<file path="src/rtl/core/sbfr_pkg.sv">
// Shared types and constants for the serial bus frame receiver.
// Depends on nothing; every other file in rtl/core imports it.
package sbfr_pkg;

	localparam int unsigned DEF_NUM_CHANNELS = 16;
	localparam int unsigned IDX_W            = 4;
	localparam int unsigned VAL_W            = 11;
	localparam int unsigned STORE_LEN        = 23;
	localparam int unsigned STORE_W          = STORE_LEN * 8;
	localparam int unsigned PAYLOAD_W        = 176;
	localparam int unsigned POS_W            = 5;
	localparam int unsigned FQ_DEPTH         = 2;

	localparam logic [7:0]       HDR_BYTE     = 8'h0F;
	localparam logic [7:0]       END_BYTE     = 8'h00;
	localparam logic [POS_W-1:0] END_POS      = 5'd24;
	localparam logic [POS_W-1:0] LAST_DATA    = 5'd23;
	localparam int unsigned      FLAG_LOST    = 2;
	localparam int unsigned      FLAG_FAILSAFE = 3;

	localparam logic FUNC_BYTE = 1'b0;
	localparam logic FUNC_IDLE = 1'b1;

	typedef enum logic [1:0] {
		LINK_OK       = 2'd0,
		LINK_LOST     = 2'd1,
		LINK_FAILSAFE = 2'd2
	} link_status_t;

	// One accepted frame as handed from the parser to the unpacker.
	typedef struct packed {
		logic [PAYLOAD_W-1:0] payload;
		link_status_t         status;
	} frame_t;

endpackage

</file>
<file path="src/rtl/core/sbfr_front.sv">
// Frame parser: hunts for the header, collects the data bytes and checks the end byte.
// Depends on sbfr_pkg.
module sbfr_front (
	input  logic           clk,
	input  logic           arst_n,
	input  logic           push,
	input  logic           func,
	input  logic [7:0]     rx_byte,
	input  logic           fq_full,
	output logic           fq_push,
	output sbfr_pkg::frame_t fq_data
);
	import sbfr_pkg::*;

	logic                   in_frame_q;
	logic [POS_W-1:0]       pos_q;
	logic [STORE_W-1:0]     store_q;
	logic                   accept;
	logic [POS_W-1:0]       pos_next;
	logic [7:0]             flags;
	link_status_t           status;

	assign accept   = push && !fq_full;
	assign pos_next = pos_q + POS_W'(1);

	always_ff @(posedge clk or negedge arst_n) begin
		if (!arst_n) begin
			in_frame_q <= 1'b0;
			pos_q      <= '0;
		end else if (accept) begin
			if (func == FUNC_IDLE) begin
				in_frame_q <= 1'b0;
				pos_q      <= '0;
			end else if (!in_frame_q) begin
				if (rx_byte == HDR_BYTE) begin
					in_frame_q <= 1'b1;
					pos_q      <= '0;
				end
			end else if (pos_next == END_POS) begin
				in_frame_q <= 1'b0;
				pos_q      <= '0;
			end else begin
				pos_q <= pos_next;
			end
		end
	end

	// Data bytes shift in from the top, so byte 1 ends up in the lowest lane.
	always_ff @(posedge clk) begin
		if (accept && func == FUNC_BYTE && in_frame_q && pos_next <= LAST_DATA) begin
			store_q <= {rx_byte, store_q[STORE_W-1:8]};
		end
	end

	assign flags = store_q[STORE_W-1 -: 8];

	always_comb begin
		priority if (flags[FLAG_FAILSAFE]) status = LINK_FAILSAFE;
		else if (flags[FLAG_LOST])         status = LINK_LOST;
		else                               status = LINK_OK;
	end

	assign fq_push = accept && func == FUNC_BYTE && in_frame_q && pos_next == END_POS
		&& rx_byte == END_BYTE;
	assign fq_data.payload = store_q[PAYLOAD_W-1:0];
	assign fq_data.status  = status;

endmodule

</file>
<file path="src/rtl/core/sbfr_frame_fifo.sv">
// Short queue of whole frames between the parser and the unpacker.
// Depends on sbfr_pkg.
module sbfr_frame_fifo (
	input  logic             clk,
	input  logic             arst_n,
	input  logic             wr_en,
	input  sbfr_pkg::frame_t wr_data,
	input  logic             rd_en,
	output logic             full,
	output logic             empty,
	output sbfr_pkg::frame_t rd_data
);
	import sbfr_pkg::*;

	localparam int unsigned PTR_W = $clog2(FQ_DEPTH);

	frame_t                 mem_q [FQ_DEPTH];
	logic [PTR_W-1:0]       wr_ptr_q;
	logic [PTR_W-1:0]       rd_ptr_q;
	logic [PTR_W:0]         count_q;

	assign full    = count_q == (PTR_W+1)'(FQ_DEPTH);
	assign empty   = count_q == '0;
	assign rd_data = mem_q[rd_ptr_q];

	always_ff @(posedge clk or negedge arst_n) begin
		if (!arst_n) begin
			wr_ptr_q <= '0;
			rd_ptr_q <= '0;
			count_q  <= '0;
		end else begin
			if (wr_en) wr_ptr_q <= wr_ptr_q + PTR_W'(1);
			if (rd_en) rd_ptr_q <= rd_ptr_q + PTR_W'(1);
			if (wr_en && !rd_en)      count_q <= count_q + (PTR_W+1)'(1);
			else if (rd_en && !wr_en) count_q <= count_q - (PTR_W+1)'(1);
		end
	end

	always_ff @(posedge clk) begin
		if (wr_en) mem_q[wr_ptr_q] <= wr_data;
	end

endmodule

</file>
<file path="src/rtl/core/sbfr_back.sv">
// Channel unpacker: peels one 11-bit channel a cycle off a queued frame, unless an unpopped output word holds it.
// Depends on sbfr_pkg.
module sbfr_back #(
	parameter int unsigned NUM_CHANNELS = sbfr_pkg::DEF_NUM_CHANNELS
) (
	input  logic                      clk,
	input  logic                      arst_n,
	input  logic                      fq_empty,
	input  sbfr_pkg::frame_t          fq_data,
	output logic                      fq_pop,
	input  logic                      pop,
	output logic                      empty,
	output logic [sbfr_pkg::IDX_W-1:0] channel_index,
	output logic [sbfr_pkg::VAL_W-1:0] channel_value,
	output logic [1:0]                link_status,
	output logic                      last_channel
);
	import sbfr_pkg::*;

	logic                 active_q;
	logic [IDX_W-1:0]     cnt_q;
	logic                 out_valid_q;
	logic [PAYLOAD_W-1:0] sh_q;
	link_status_t         status_q;
	logic [IDX_W-1:0]     idx_q;
	logic [VAL_W-1:0]     val_q;
	link_status_t         stat_q;
	logic                 last_q;
	logic                 adv;
	logic                 is_last;

	assign fq_pop  = !active_q && !fq_empty;
	assign adv     = active_q && (!out_valid_q || pop);
	assign is_last = cnt_q == IDX_W'(NUM_CHANNELS - 1);

	always_ff @(posedge clk or negedge arst_n) begin
		if (!arst_n) begin
			active_q    <= 1'b0;
			cnt_q       <= '0;
			out_valid_q <= 1'b0;
		end else begin
			if (fq_pop) begin
				active_q <= 1'b1;
				cnt_q    <= '0;
			end else if (adv) begin
				cnt_q <= cnt_q + IDX_W'(1);
				if (is_last) begin
					active_q <= 1'b0;
					cnt_q    <= '0;
				end
			end
			if (adv)      out_valid_q <= 1'b1;
			else if (pop) out_valid_q <= 1'b0;
		end
	end

	always_ff @(posedge clk) begin
		if (fq_pop) begin
			sh_q     <= fq_data.payload;
			status_q <= fq_data.status;
		end else if (adv) begin
			sh_q <= sh_q >> VAL_W;
		end
		if (adv) begin
			idx_q  <= cnt_q;
			val_q  <= sh_q[VAL_W-1:0];
			stat_q <= status_q;
			last_q <= is_last;
		end
	end

	assign empty         = !out_valid_q;
	assign channel_index = idx_q;
	assign channel_value = val_q;
	assign link_status   = stat_q;
	assign last_channel  = last_q;

endmodule

</file>
<file path="src/rtl/core/sbus_frame_receiver.sv">
// Top level of the serial bus frame receiver: parser, frame queue and unpacker.
// Depends on sbfr_pkg, sbfr_front, sbfr_frame_fifo and sbfr_back.
//
//  Channel   Handshake        Word
//  ------    ---------------  ------------------------------------------------
//  input     push / full      func, rx_byte
//  result    empty / pop      channel_index, channel_value, link_status,
//                             last_channel
//
// One input word is taken every cycle while full is low; the parser works on
// it in that same cycle. A frame accepted on its end byte enters a two-deep
// frame queue; the unpacker loads it from the queue and then delivers one
// channel word per cycle while its output word is popped. full rises only
// while the frame queue holds two frames, which happens when the result side
// stalls. The output register holds a finished word until it is popped; the
// unpacker waits only while that word is left unpopped, and a pop lets the
// next word in behind it in the same cycle. Reset (arst_n low) puts the
// parser back to hunting and empties the queue and the output; the frame
// store needs no clearing, since a frame is only passed on after all of its
// bytes have been written.
module sbus_frame_receiver #(
	parameter int unsigned NUM_CHANNELS = sbfr_pkg::DEF_NUM_CHANNELS
) (
	input  logic                       clk,
	input  logic                       arst_n,
	input  logic                       push,
	output logic                       full,
	input  logic                       func,
	input  logic [7:0]                 rx_byte,
	output logic                       empty,
	input  logic                       pop,
	output logic [sbfr_pkg::IDX_W-1:0] channel_index,
	output logic [sbfr_pkg::VAL_W-1:0] channel_value,
	output logic [1:0]                 link_status,
	output logic                       last_channel
);
	import sbfr_pkg::*;

	// Signals between the parser, the frame queue and the unpacker.
	logic   fq_push;
	logic   fq_pop;
	logic   fq_full;
	logic   fq_empty;
	frame_t fq_wr_data;
	frame_t fq_rd_data;

	// The parser stalls whenever the frame queue is full, whatever word it is offered.
	assign full = fq_full;

	sbfr_front u_front (
		.clk     (clk),
		.arst_n  (arst_n),
		.push    (push),
		.func    (func),
		.rx_byte (rx_byte),
		.fq_full (fq_full),
		.fq_push (fq_push),
		.fq_data (fq_wr_data)
	);

	sbfr_frame_fifo u_fifo (
		.clk     (clk),
		.arst_n  (arst_n),
		.wr_en   (fq_push),
		.wr_data (fq_wr_data),
		.rd_en   (fq_pop),
		.full    (fq_full),
		.empty   (fq_empty),
		.rd_data (fq_rd_data)
	);

	sbfr_back #(
		.NUM_CHANNELS (NUM_CHANNELS)
	) u_back (
		.clk           (clk),
		.arst_n        (arst_n),
		.fq_empty      (fq_empty),
		.fq_data       (fq_rd_data),
		.fq_pop        (fq_pop),
		.pop           (pop),
		.empty         (empty),
		.channel_index (channel_index),
		.channel_value (channel_value),
		.link_status   (link_status),
		.last_channel  (last_channel)
	);

endmodule

</file>
<file path="config.mk">
export PLATFORM = sky130hd
export DESIGN_NAME = sbus_frame_receiver
export DESIGN_NICKNAME = d
export VERILOG_FILES = /design/src/rtl/core/sbfr_pkg.sv /design/src/rtl/core/sbfr_front.sv /design/src/rtl/core/sbfr_frame_fifo.sv /design/src/rtl/core/sbfr_back.sv /design/src/rtl/core/sbus_frame_receiver.sv
export SDC_FILE = /design/constraint.sdc
export NUM_CORES = 1
export LEC_CHECK = 0
export BUFFER_PORTS_ARGS = -buffer_cell sky130_fd_sc_hd__buf_2
export CORE_ASPECT_RATIO = 1.5
export CORE_UTILIZATION = 60
export DETAILED_ROUTE_END_ITERATION = 8
export PLACE_DENSITY = 0.76
export SLEW_MARGIN = 20
export SYNTH_ARGS = -nofsm -noshare
export SYNTH_HDL_FRONTEND = slang
export SYNTH_SLANG_ARGS = --single-unit
</file>
<file path="constraint.sdc">
create_clock -name clk -period 28.4 [get_ports clk]
set_clock_uncertainty 0.2 [all_clocks]
set_input_delay 2.84 -clock clk [delete_from_list [all_inputs] [get_ports clk]]
set_output_delay 2.84 -clock clk [all_outputs]
set_load 0.02 [all_outputs]
</file>
==> results of run 1 <==
-- critical path: stages --
cell and delay, ns:
sky130_fd_sc_hd__buf_2 0.11, sky130_fd_sc_hd__nor4_1 0.49, sky130_fd_sc_hd__nand2_1 0.24, sky130_fd_sc_hd__nor4b_4 0.36
sky130_fd_sc_hd__nor2b_4 0.82, sky130_fd_sc_hd__buf_4 0.56, sky130_fd_sc_hd__buf_4 0.72
-- layout make-up --
cell class              count  area (um^2)
flip-flops and latches    752        22500
repair buffers             50          315
inverters                   6         27.5
clock buffers              79         1700
clock inverters            30          373
fillers                  2709        14300
multi-input cells         601         3890
well taps                 576          721
-- cell usage in the layout (no fill, tap or decap), types with 8 or more instances in the layout --
cell type / count
sky130_fd_sc_hd__clkinv_2: 8
sky130_fd_sc_hd__nor2_1: 16
sky130_fd_sc_hd__buf_2: 32
sky130_fd_sc_hd__bufinv_16: 8
sky130_fd_sc_hd__o21ai_0: 167
sky130_fd_sc_hd__nand2_1: 176
sky130_fd_sc_hd__clkbuf_1: 13
sky130_fd_sc_hd__edfxtp_1: 736
sky130_fd_sc_hd__dfrtp_1: 15
sky130_fd_sc_hd__clkbuf_16: 66
sky130_fd_sc_hd__buf_4: 17
sky130_fd_sc_hd__mux2i_1: 177
-- power breakdown --
| group | total, mW | leakage [nW] | switching (mW) | internal, mW |
|---|---|---|---|---|
| Sequential | 1.30 | 6.98 | 0.0336 | 1.27 |
| Combinational | 0.188 | 1.94 | 0.108 | 0.0801 |
| Clock | 0.865 | 1.01 | 0.364 | 0.500 |
-- per-layer routing --
layer / up-vias / routed length, um / global-route usage (%)
li1: 5537 / - / -
met3: 68 / 1110 / 2.47
met1: 6066 / 15800 / 22.1
met4: 0 / 1040 / 7.77
met5: - / 0 / 0
met2: 202 / 23600 / 35.6
-- per-stage QoR --
stage	util [%]	setup WS, ns	cell area (um^2)	power, mW	hold WS, ns
finish	67.3	22.18	29500	2.36	0.222
global route	67.3	21.93	29500	2.44	0.225
CTS	67.2	22.18	29500	2.38	0.221
detailed placement	62.5	21.57	27400	1.52	0.206
global placement	62.5	21.55	27400	1.51	0.204
floorplan	-	10.61	26700	1.47	0.200
-- kinds of logic (layout without fill, tap and decap cells) --
group                    count (synthesis)  in the layout
flip-flops                             752            752
buffers and inverters                   67            165
AND/OR/NAND/NOR                        220            220
XOR/XNOR                                 6              6
AO/OA/AOI/OAI                          189            189
multiplexers                           182            182
adder cells (fa/ha/maj)                  4              4
-- how the worst min path moves through the flow --
stage	from	end	slack, ns	cells past startpoint
2_1_floorplan	u_back.sh_q[0]	u_back.channel_value[0]	0.20	0
3_3_place_gp	u_back.sh_q[6]	u_back.channel_value[6]	0.20	0
3_5_place_dp	u_front.store_q[181]	u_front.store_q[173]	0.21	0
4_1_cts	u_back.sh_q[0]	u_back.channel_value[0]	0.22	0
5_1_grt	u_back.sh_q[10]	u_back.channel_value[10]	0.22	0
6_report	u_back.sh_q[9]	u_back.channel_value[9]	0.22	0
-- sequential cells by signal (all words and copies together), names as in the netlist --
name	count
u_back.channel_index	4
u_back.sh_q	176
u_fifo.rd_ptr_q	1
u_fifo.mem_q	356
u_back.out_valid_q	1
u_fifo.count_q	2
u_back.link_status	2
u_back.channel_value	11
u_back.last_channel	1
u_back.status_q	2
u_front.in_frame_q	1
u_fifo.wr_ptr_q	1
u_front.store_q	184
u_front.pos_q	5
u_back.active_q	1
u_back.cnt_q	4
==> results.env, run 1 <==
STATUS='complete, no violations'
IO-PIN-COUNT=33
SYNTHTOPCELLSBYCOUNT='sky130_fd_sc_hd__edfxtp_1 (736), sky130_fd_sc_hd__mux2i_1 (177), sky130_fd_sc_hd__nand2_1 (176)'
TIGHTEST_SLEW_NS=1.06
CTS_TREE='built'
MAX_CLOCK_FREQ_MHz=161
FIRSTDRTPASSITERS=5
TIMING_WORST_SETUP_PATH_TYPE='in -> reg'
SETUP_VIOLATIONS=0
SYNTH-ASYNC-RESET-RATIO_PCT=2.13
CRIT_REG_REG_ENDPOINT='u_fifo.mem_q[0][93]'
WORST_SETUP_HOLD_PATH_CLK_SLEW_NS=0.06
TOTALWIRELENGTH_UM=41500
FINAL.SETUP.TNS_NS=0
GRT_PASS1_WL_UM=65800
SYNTHESIS.AREA_UM2=26700
SYNTHSIMPLEGATEAREAFRAC_PCT=3.46
CTS_HTREE_LEVELS=3
FINAL.MIN_CLOCK_PERIOD_NS=6.22
DRC=0
CLOCK-SINKS=752
GLOBAL_ROUTE.OVERFLOW_TOTAL=0
WORST_SETUP_PATH_START_KIND='primary input'
POST-SYNTH-TOP-AREA-FRACTION_PCT=82.9
SETUP_FIX_BUFFERS_ADDED_AFTER_CLOCK_TREE_SYNTHESIS=0
DP.CELLS=1984
TIMING.RR.START='u_front.pos_q[0]'
TOTAL_VIAS_IN_THE_FINAL_ROUTE=11900
FINALMAXSLEWVIOLATIONS=0
CRIT_END='u_fifo.mem_q[0][93]'
MIN_PATH_TYPE='reg -> reg'
AVG_WL_PER_CELL_UM=19.8
SYNTHTOPCELLSBYAREA='sky130_fd_sc_hd__edfxtp_1 (83%), sky130_fd_sc_hd__mux2i_1 (6.6%), sky130_fd_sc_hd__o21ai_0 (3.1%)'
DIE_HEIGHT_UM=260
CTS_RESIZED=0
DIE_AREA_UM2=45300
FLOORPLAN.INITIALDENSITY_PCT=60.8
POST_SYNTH_EDFFS=736
SYNTHMUXAREASHARE_PCT=6.86
CRIT_PATH_MAX_FANOUT=56
CTS_INSERTED_BUFFERS=66
CTS.HOLD.BUFFERS_ADDED=0
POST-ROUTE-PERIOD-UTIL_PCT=21.9
FINAL_LAYOUT_SIZE_SUFFIX_GT1_SHARE_PCT=10.1
SETUP_REPAIR_AFTER_GLOBAL_ROUTING_MISSED_ITS_MARGIN='no'
CHIPWIDTH_UM=174
SEQ_AREA_FRAC_SYNTH_PCT=84.4
SYN-INSTANCE-COUNT=1420
MAXCAPVIOLATIONS=0
INITIALDRTVIOLATIONCOUNT=866
VDD_IR_DROP_MAX_mV=0.0637
SYNTH-SEQ-CELLS=752
SYNTHESIS.AREA_PER_INSTANCE_UM2=18.8
YOSYS_MOST_USED_DFF='sky130_fd_sc_hd__edfxtp_1'
DIODES=0
POST-SYNTH-TOP-COUNT-CELL='sky130_fd_sc_hd__edfxtp_1'
WORSTSETUPSTARTPOINT='rx_byte[5]'
SYNTH_COMPOUND_AREA_SHARE_PCT=3.73
WORST_R2R_PATH_DEPTH=6
AREA.GROWTH.SYNTH_TO_FINAL_PCT=10.7
POST-SYNTH-TOP-AREA-CELL='sky130_fd_sc_hd__edfxtp_1'
PLACE.PORT_BUFFERS=32
REPORT.FINAL.HOLD_VIOL_COUNT=0
SYN-NUM-NETS=1437
LARGEST_NET_DEGREE_AT_THE_START_OF_GLOBAL_ROUTING=119
RRSETUPSLACK_NS=24.18
SYNTHADDERAREAFRAC_PCT=0.188
WORST_EP_ARRIVAL_TIME_NS=6.21
P_PER_AREA_nW_PER_UM2=79.8
NUMBER_OF_GLOBAL_ROUTE_VIAS_BEFORE_REPAIR=12300
GPL.FINAL_WEIGHTED_CONGESTION=0.760
CLOCK_LATENCY_NS=0.59
CTS_ROOT_BUFFER='sky130_fd_sc_hd__clkbuf_16'
P_LEAK_nW=9.93
CORE_REGION_AREA_UM2=43900
CRITICAL_PATH_REQUIRED_NS=28.39
MAXSLEWHEADROOM_PCT=29.2
GRT_ANTENNA_BEFORE_REPAIR=0
MAIN_COMBINATIONAL_CELL_FAMILY_BY_AREA_AFTER_SYNTHESIS='multiplexers'
YOSYSWARNINGS=0
ANTENNA_LEFT=0
DETAILEDPLACEMENTHPWL_UM=22600
CTS_BUFFER_DEPTH=3
ROUTE.DETAILED.VIAS_PER_INST=5.67
CORE.ROWCOUNT=94
FINAL-INSTANCE-COUNT-EXCL-FILL=2094
POST_SYNTH_XOR_AREA_FRACTION_PCT=0.197
NUMBER_OF_NETS_IN_THE_FINISHED_DESIGN=1494
GRT_UTIL_ALL_LAYERS_PCT=19.1
CP-END-KIND='flip-flop'
UNIQUE_CELL_TYPE_COUNT_IN_THE_YOSYS_NETLIST=40
(Power assumes the default switching activity.)
==> run 2: changes to the inputs <==
Clock period 28.4 ns to 6.3 ns, I/O delays scaled along.
==> run 2 against run 1 <==
Against the previous run: flip-flop and latch count unchanged; non-clock buffer count unchanged; cell count about the same; critical endpoint is now u_fifo.mem_q[1][94]; sequential power increased to 4.5 times the previous value; largest power group unchanged; critical path depth unchanged; clock power increased to 4.4 times the previous value.
==> results.env, run 2 (synthesis gave the netlist of run 1 again) <==
AVG_WL_PER_CELL_UM=19.8  # about the same
HOLD-PATH-CELL-COUNT=1  # was 0
TIMING.RR.START='u_front.pos_q[0]'  # unchanged
VDD_IR_DROP_MAX_mV=0.327  # was 0.0637 mV
N_FILL_CELL=2718  # was 2,709
FINAL_LAYOUT_SIZE_SUFFIX_GT1_SHARE_PCT=9.80  # was 10.1%
POST-PLACE-WS_NS=2.41  # was 21.57 ns
SETUP_REPAIR_AFTER_GLOBAL_ROUTING_MISSED_ITS_MARGIN='no'  # unchanged
INITIALDRTVIOLATIONCOUNT=906  # was 866
DETAILEDPLACEMENTHPWL_UM=21800  # was 22,600 um
SETUP_FIX_BUFFERS_ADDED_AFTER_CLOCK_TREE_SYNTHESIS=0  # unchanged
CTS_BUFFER_DEPTH=3  # unchanged
GRT_UTIL_ALL_LAYERS_PCT=18.7  # was 19.1%
CLOCK_LATENCY_NS=0.59  # about the same
MAX_CLOCK_FREQ_MHz=261
WORST_SETUP_HOLD_PATH_CLK_SLEW_NS=0.07  # was 0.06 ns
CTS_INSERTED_BUFFERS=60  # was 66
GPL.FINAL_WEIGHTED_CONGESTION=0.743  # was 0.760
MAXCAPVIOLATIONS=0  # unchanged
POST-ROUTE-PERIOD-UTIL_PCT=60.8
WORST_R2R_PATH_DEPTH=5  # was 6
DIE_AREA_UM2=45300  # unchanged
CLOCK-SINKS=752  # unchanged
TERMINATING_PIN_OF_THE_WORST_HOLD_PATH='u_front.store_q[178]'  # was u_back.channel_value[9]
REPORT.FINAL.HOLD_VIOL_COUNT=0  # unchanged
CTS_ROOT_BUFFER='sky130_fd_sc_hd__clkbuf_16'  # unchanged
NUMBER_OF_NETS_IN_THE_FINISHED_DESIGN=1488  # was 1,494
BIGGEST_REGISTER='u_fifo.mem_q'  # unchanged
ROUTE.DETAILED.VIAS_PER_INST=5.60  # was 5.67
P_LEAK_nW=9.92  # was 9.93 nW
LAYOUT_COMMONEST_CELL='sky130_fd_sc_hd__edfxtp_1'  # unchanged
NUMBER_OF_GLOBAL_ROUTE_VIAS_BEFORE_REPAIR=12200  # was 12,300
P_PER_AREA_nW_PER_UM2=357  # was 79.8 nW/um^2
FINAL_CELL_MIX='sky130_fd_sc_hd__edfxtp_1 (736), sky130_fd_sc_hd__mux2i_1 (177), sky130_fd_sc_hd__nand2_1 (176)'  # unchanged
WORST_HOLD_SLACK_NS=0.0383  # was 0.222 ns
AREA.GROWTH.SYNTH_TO_FINAL_PCT=10.9  # was 10.7%
SETUP_VIOLATIONS=0  # unchanged
POWER_mW=10.6  # was 2.36 mW
GRT_ANTENNA_BEFORE_REPAIR=0  # unchanged
MIN_PATH_TYPE='in -> reg'  # was reg -> reg
CORE_REGION_AREA_UM2=43900  # unchanged
DP.CELLS=1978  # was 1,984
PLACE.PORT_BUFFERS=32  # unchanged
IO-PIN-COUNT=33  # unchanged
LARGEST_REGISTER_FFS=356  # unchanged
FINALMAXSLEWVIOLATIONS=0  # unchanged
TOTAL_VIAS_IN_THE_FINAL_ROUTE=11700  # was 11,900
WORST_EP_ARRIVAL_TIME_NS=3.85  # was 6.21 ns
DIODES=0  # unchanged
TIGHTEST_SLEW_NS=1.18  # was 1.06 ns
DESIGN_AREA_UM2=29600  # was 29,500 um^2
FINAL-INSTANCE-COUNT-EXCL-FILL=2096  # was 2,094
CTS_HTREE_LEVELS=2  # was 3
CORE.ROWCOUNT=94  # unchanged
CRIT_PATH_MAX_FANOUT=92  # was 56
CRITICAL_PATH_REQUIRED_NS=6.32  # was 28.39 ns
REGS_BY_FF_COUNT='u_fifo.mem_q: 356 flops, u_front.store_q: 184 flops, u_back.sh_q: 176 flops'  # unchanged
CRIT_REG_REG_ENDPOINT='u_fifo.mem_q[1][94]'  # was u_fifo.mem_q[0][93]
CHIPWIDTH_UM=174  # unchanged
CP-END-KIND='flip-flop'  # unchanged
TIMING_WORST_SETUP_PATH_TYPE='in -> reg'  # unchanged
DRC=0  # unchanged
STATUS='complete, no violations'  # unchanged
GRT_PASS1_WL_UM=65200  # was 65,800 um
WORST_SLACK_NS=2.47  # was 22.18 ns
FINAL.SETUP.TNS_NS=0  # unchanged
RRSETUPSLACK_NS=2.91  # was 24.18 ns
GLOBAL_ROUTE.OVERFLOW_TOTAL=0  # unchanged
CTS_TREE='built'  # unchanged
FINAL_CORE_UTILIZATION_PCT=67.4  # was 67.3%
ANTENNA_LEFT=0  # unchanged
MAXSLEWHEADROOM_PCT=21.2  # was 29.2%
FIRSTDRTPASSITERS=5  # unchanged
TOTALWIRELENGTH_UM=41400  # was 41,500 um
FLOORPLAN.INITIALDENSITY_PCT=60.8  # unchanged
FINAL.MIN_CLOCK_PERIOD_NS=3.83
DIE_HEIGHT_UM=260  # unchanged
WORST_SETUP_PATH_START_KIND='primary input'  # unchanged
POSTPLACECELLAREA_UM2=27500  # was 27,400 um^2
LARGEST_NET_DEGREE_AT_THE_START_OF_GLOBAL_ROUTING=242  # was 119
WORSTHOLDSTART='rx_byte[2]'  # was u_back.sh_q[9]
run 2: where the power goes:
part	switching (mW)	leakage (nW)	total (mW)	internal (mW)
Combinational	0.495	1.95	0.863	0.369
Clock	1.62	0.988	3.83	2.20
Sequential	0.148	6.98	5.87	5.73
run 2: worst max path at each step:
| stage | cells past startpoint | start | endpoint | slack, ns |
|---|---|---|---|---|
| floorplan | 7 | u_front.pos_q[0] | u_front.store_q[0] | -0.11 |
| global placement | 6 | rx_byte[5] | u_fifo.mem_q[1][58] | 2.48 |
| detailed placement | 6 | rx_byte[5] | u_fifo.mem_q[1][68] | 2.41 |
| CTS | 7 | rx_byte[5] | u_fifo.mem_q[1][92] | 2.48 |
| global route | 7 | rx_byte[5] | u_fifo.mem_q[1][62] | 2.22 |
| finish | 7 | rx_byte[5] | u_fifo.mem_q[1][94] | 2.47 |
run 2: worst max-delay path: stages:
cell                            delay, ns
sky130_fd_sc_hd__dlygate4sd3_1       0.53
sky130_fd_sc_hd__buf_2               0.13
sky130_fd_sc_hd__nor4_1              0.55
sky130_fd_sc_hd__nand2_1             0.22
sky130_fd_sc_hd__nor4b_4             0.40
sky130_fd_sc_hd__and2_4              0.76
sky130_fd_sc_hd__buf_12              0.51
run 2: per-layer routing:
layer | global-route usage (%) | part of all wire, % | vias up
met5 | 0 | 0 | -
li1 | - | - | 5531
met4 | 7.26 | 3.0 | 0
met2 | 34.3 | 55 | 182
met3 | 2.51 | 2.9 | 82
met1 | 22.4 | 39 | 5946
run 2: cell type report:
| class | instances | area [um^2] | share of cell area [%] |
|---|---|---|---|
| Tap cell | 576 | 721 | 2.44 |
| Sequential cell | 752 | 22500 | 76.1 |
| Multi-Input combinational cell | 601 | 3930 | 13.3 |
| Clock inverter | 37 | 472 | 1.59 |
| Inverter | 6 | 30.0 | 0.102 |
| Timing Repair Buffer | 50 | 375 | 1.27 |
| Clock buffer | 74 | 1550 | 5.25 |
run 2: repair_timing:
action	CTS	global route
hold buffers	7	0
endpoints found under the hold margin	22	0
gates resized for setup	0	0
==> run 3: changes to the inputs <==
Clock period 6.3 ns to 3.8 ns, I/O delays scaled along.
==> run 3 against run 2 <==
Against the previous run: count of clock-buffer cells in the layout increased by 5; global-route usage increased by 0.49 points; die area unchanged; register-to-register slack got worse by 2.1 ns; hold slack improved by 0.0077 ns; clock power increased by 56%; sequential power increased by 65%; highest routed layer unchanged.
==> results.env, run 3 (synthesis gave the netlist of run 1 again) <==
GLOBAL_ROUTE.OVERFLOW_TOTAL=0  # unchanged
P_PER_AREA_nW_PER_UM2=579  # was 357 nW/um^2
MIN_PATH_TYPE='in -> async'  # was in -> reg
STATUS='complete, no violations'  # unchanged
POST-PLACE-WS_NS=0.724  # was 2.41 ns
WORST_EP_ARRIVAL_TIME_NS=3.04  # was 3.85 ns
CTS_BUFFER_DEPTH=3  # unchanged
PART_OF_THE_TOTAL_POWER_DISSIPATED_IN_THE_CLOCK_NETWORK_PCT=34.8  # was 36.2%
ANTENNA_LEFT=0  # unchanged
INITIALDRTVIOLATIONCOUNT=765  # was 906
AVG_WL_PER_CELL_UM=20.1  # was 19.8 um
ROUTE.DETAILED.VIAS_PER_INST=5.58  # was 5.60
WORST_SETUP_HOLD_PATH_CLK_SLEW_NS=0.06  # was 0.07 ns
FIRSTDRTPASSITERS=5  # unchanged
WORST_HOLD_SLACK_NS=0.0461  # was 0.0383 ns
CORE.ROWCOUNT=94  # unchanged
CTS_RESIZED=0  # unchanged
FINAL_LAYOUT_SIZE_SUFFIX_GT1_SHARE_PCT=10.1  # was 9.80%
PLACE.PORT_BUFFERS=32  # unchanged
LARGEST_REGISTER_FFS=356  # unchanged
CLOCK_LATENCY_NS=0.60  # was 0.59 ns
NUMBER_OF_NETS_IN_THE_FINISHED_DESIGN=1506  # was 1,488
REGS_BY_FF_COUNT='u_fifo.mem_q: 356 flops, u_front.store_q: 184 flops, u_back.sh_q: 176 flops'  # unchanged
CTS_INSERTED_BUFFERS=61  # was 60
POWER_FRAC_COMB_PCT=8.7  # was 8.2%
MAXCAPVIOLATIONS=0  # unchanged
RRSETUPSLACK_NS=0.76  # was 2.91 ns
WORST_SLACK_NS=0.765  # was 2.47 ns
CTS_ROOT_BUFFER='sky130_fd_sc_hd__clkbuf_16'  # unchanged
DETAILEDPLACEMENTHPWL_UM=23900  # was 21,800 um
LARGEST_NET_DEGREE_AT_THE_START_OF_GLOBAL_ROUTING=164  # was 242
PATH_DELAY_FAMILY='compound AO/OA/AOI/OAI gates'  # was simple AND/OR/NAND/NOR gates
SETUP_REPAIR_AFTER_GLOBAL_ROUTING_MISSED_ITS_MARGIN='no'  # unchanged
CLOCK-SINKS=752  # unchanged
FINAL_CELL_MIX='sky130_fd_sc_hd__edfxtp_1 (736), sky130_fd_sc_hd__mux2i_1 (177), sky130_fd_sc_hd__nand2_1 (176)'  # unchanged
TIMING_WORST_SETUP_PATH_TYPE='reg -> reg'  # was in -> reg
GRT_PASS1_WL_UM=66500  # was 65,200 um
POST-ROUTE-PERIOD-UTIL_PCT=79.9
AREA.GROWTH.SYNTH_TO_FINAL_PCT=11.3  # was 10.9%
NUMBER_OF_GLOBAL_ROUTE_VIAS_BEFORE_REPAIR=12200  # about the same
MAX_CLOCK_FREQ_MHz=329
GRT_ANTENNA_BEFORE_REPAIR=0  # unchanged
MAXSLEWHEADROOM_PCT=43.0  # was 21.2%
CRITICAL_PATH_BUF_INV_COUNT=2  # was 3
BIGGEST_REGISTER='u_fifo.mem_q'  # unchanged
FLOORPLAN.INITIALDENSITY_PCT=60.8  # unchanged
P_LEAK_nW=9.96  # was 9.92 nW
CHIPWIDTH_UM=174  # unchanged
DIODES=0  # unchanged
DIE_HEIGHT_UM=260  # unchanged
IO-PIN-COUNT=33  # unchanged
TIGHTEST_SLEW_NS=0.854  # was 1.18 ns
DIE_AREA_UM2=45300  # unchanged
FINALMAXSLEWVIOLATIONS=0  # unchanged
FINAL.MIN_CLOCK_PERIOD_NS=3.04
CRIT_PATH_MAX_FANOUT=106  # was 92
WORST_PATH_LARGEST_CELL_DELAY_NS=0.62  # was 0.76 ns
CTS_TREE='built'  # unchanged
SETUP_VIOLATIONS=0  # unchanged
CRITICAL_PATH_REQUIRED_NS=3.81  # was 6.32 ns
GPL.FINAL_WEIGHTED_CONGESTION=0.751  # was 0.743
SWITCHING_SHARE_PCT=21.6  # was 21.4%
TOTALWIRELENGTH_UM=42300  # was 41,400 um
VDD_IR_DROP_MAX_mV=0.450  # was 0.327 mV
CRITICAL_PATH.CELL_CHAIN='inv_4 > ha_4 > nor3_2 > a21o_1 > a21o_1 > a221oi_4 > buf_12'  # was dlygate4sd3_1 > buf_2 > nor4_1 > nand2_1 > nor4b_4 > and2_4 > buf_12
CP-END-KIND='flip-flop'  # unchanged
GRT_UTIL_ALL_LAYERS_PCT=19.2  # was 18.7%
LAYOUT_COMMONEST_CELL='sky130_fd_sc_hd__edfxtp_1'  # unchanged
REPORT.FINAL.HOLD_VIOL_COUNT=0  # unchanged
CTS_HTREE_LEVELS=2  # unchanged
CPMOSTUSEDCELL='sky130_fd_sc_hd__a21o_1'
INTERNAL-POWER_mW=13.5  # was 8.30 mW
TOTAL_VIAS_IN_THE_FINAL_ROUTE=11700  # about the same
CPMAXSTAGEDELAYCELL='sky130_fd_sc_hd__dfrtp_1'  # was sky130_fd_sc_hd__and2_4
DRC=0  # unchanged
NET-SWITCHING-POWER_mW=3.71  # was 2.26 mW
WORST_SETUP_PATH_START_KIND='flip-flop'  # was primary input
SEQ_POWER_SHARE_PCT=56.5  # was 55.6%
CORE_REGION_AREA_UM2=43900  # unchanged
-- run 3: changes by cell type in the layout (fill, tap and decap cells not counted), moves of 2 or more --
cell,before,now
sky130_fd_sc_hd__buf_12,5,12
sky130_fd_sc_hd__buf_4,6,11
sky130_fd_sc_hd__bufinv_16,11,5
sky130_fd_sc_hd__clkbuf_1,14,16
sky130_fd_sc_hd__clkbuf_16,60,63
sky130_fd_sc_hd__clkinv_2,10,7
sky130_fd_sc_hd__clkinv_4,2,0
sky130_fd_sc_hd__dlygate4sd3_1,7,12
-- run 3: metrics by stage --
stage	instances	util [%]	setup TNS (ns)	power, mW	area (um^2)
after floorplan	1420	-	-680.44	11.0	26800
after global placement	1990	63.1	0	11.3	27700
after detailed placement	1990	63.1	0	11.4	27700
after CTS	2106	67.7	0	17.3	29700
after global routing	2106	67.7	0	17.8	29700
final	2106	67.7	0	17.2	29700
-- run 3: path summary, 6_finish.rpt --
kind                                  start  cells after the start                       to
max                        u_front.pos_q[0]                      7     u_front.store_q[111]
min                                  arst_n                      2       u_front.in_frame_q
max reg2reg                u_front.pos_q[0]                      7     u_front.store_q[111]
min reg2reg                  u_back.sh_q[9]                      0  u_back.channel_value[9]
max in group asynchronous            arst_n                      2          u_fifo.rd_ptr_q
min in group clk                       func                      4         u_front.pos_q[1]
-- run 3: what timing repair did --
action	4_1_cts	5_1_grt
hold buffers	12	0
setup endpoints to repair	0	0
hold endpoints to repair	26	0
buffers inserted	0	0
-- run 3: power groups by stage --
stage               Combinational [mW]  Sequential [mW]  Clock (mW)
floorplan                         1.18             9.81           0
global placement                  1.46             9.87           0
detailed placement                1.49             9.89           0
CTS                               1.52             9.71        6.10
global route                      1.62             9.74        6.41
finish                            1.49             9.71        5.98
-- run 3: area by class of cell --
cell class                 instances  area, um^2
sequential                       752       22500
fill                            2694       14200
multi-input combinational        601        3940
clock buffer                      79        1640
tap                              576         721
timing repair buffer              67         603
clock inverter                    25         246
inverter                           6        31.3
-- run 3: metal layers --
metal | track usage (%) | wire length, um | up-vias
met5 | 0 | 0 | -
met4 | 6.26 | 1060 | 0
met3 | 2.72 | 1320 | 77
met2 | 35.7 | 23500 | 210
met1 | 22.9 | 16400 | 5905
li1 | - | - | 5557
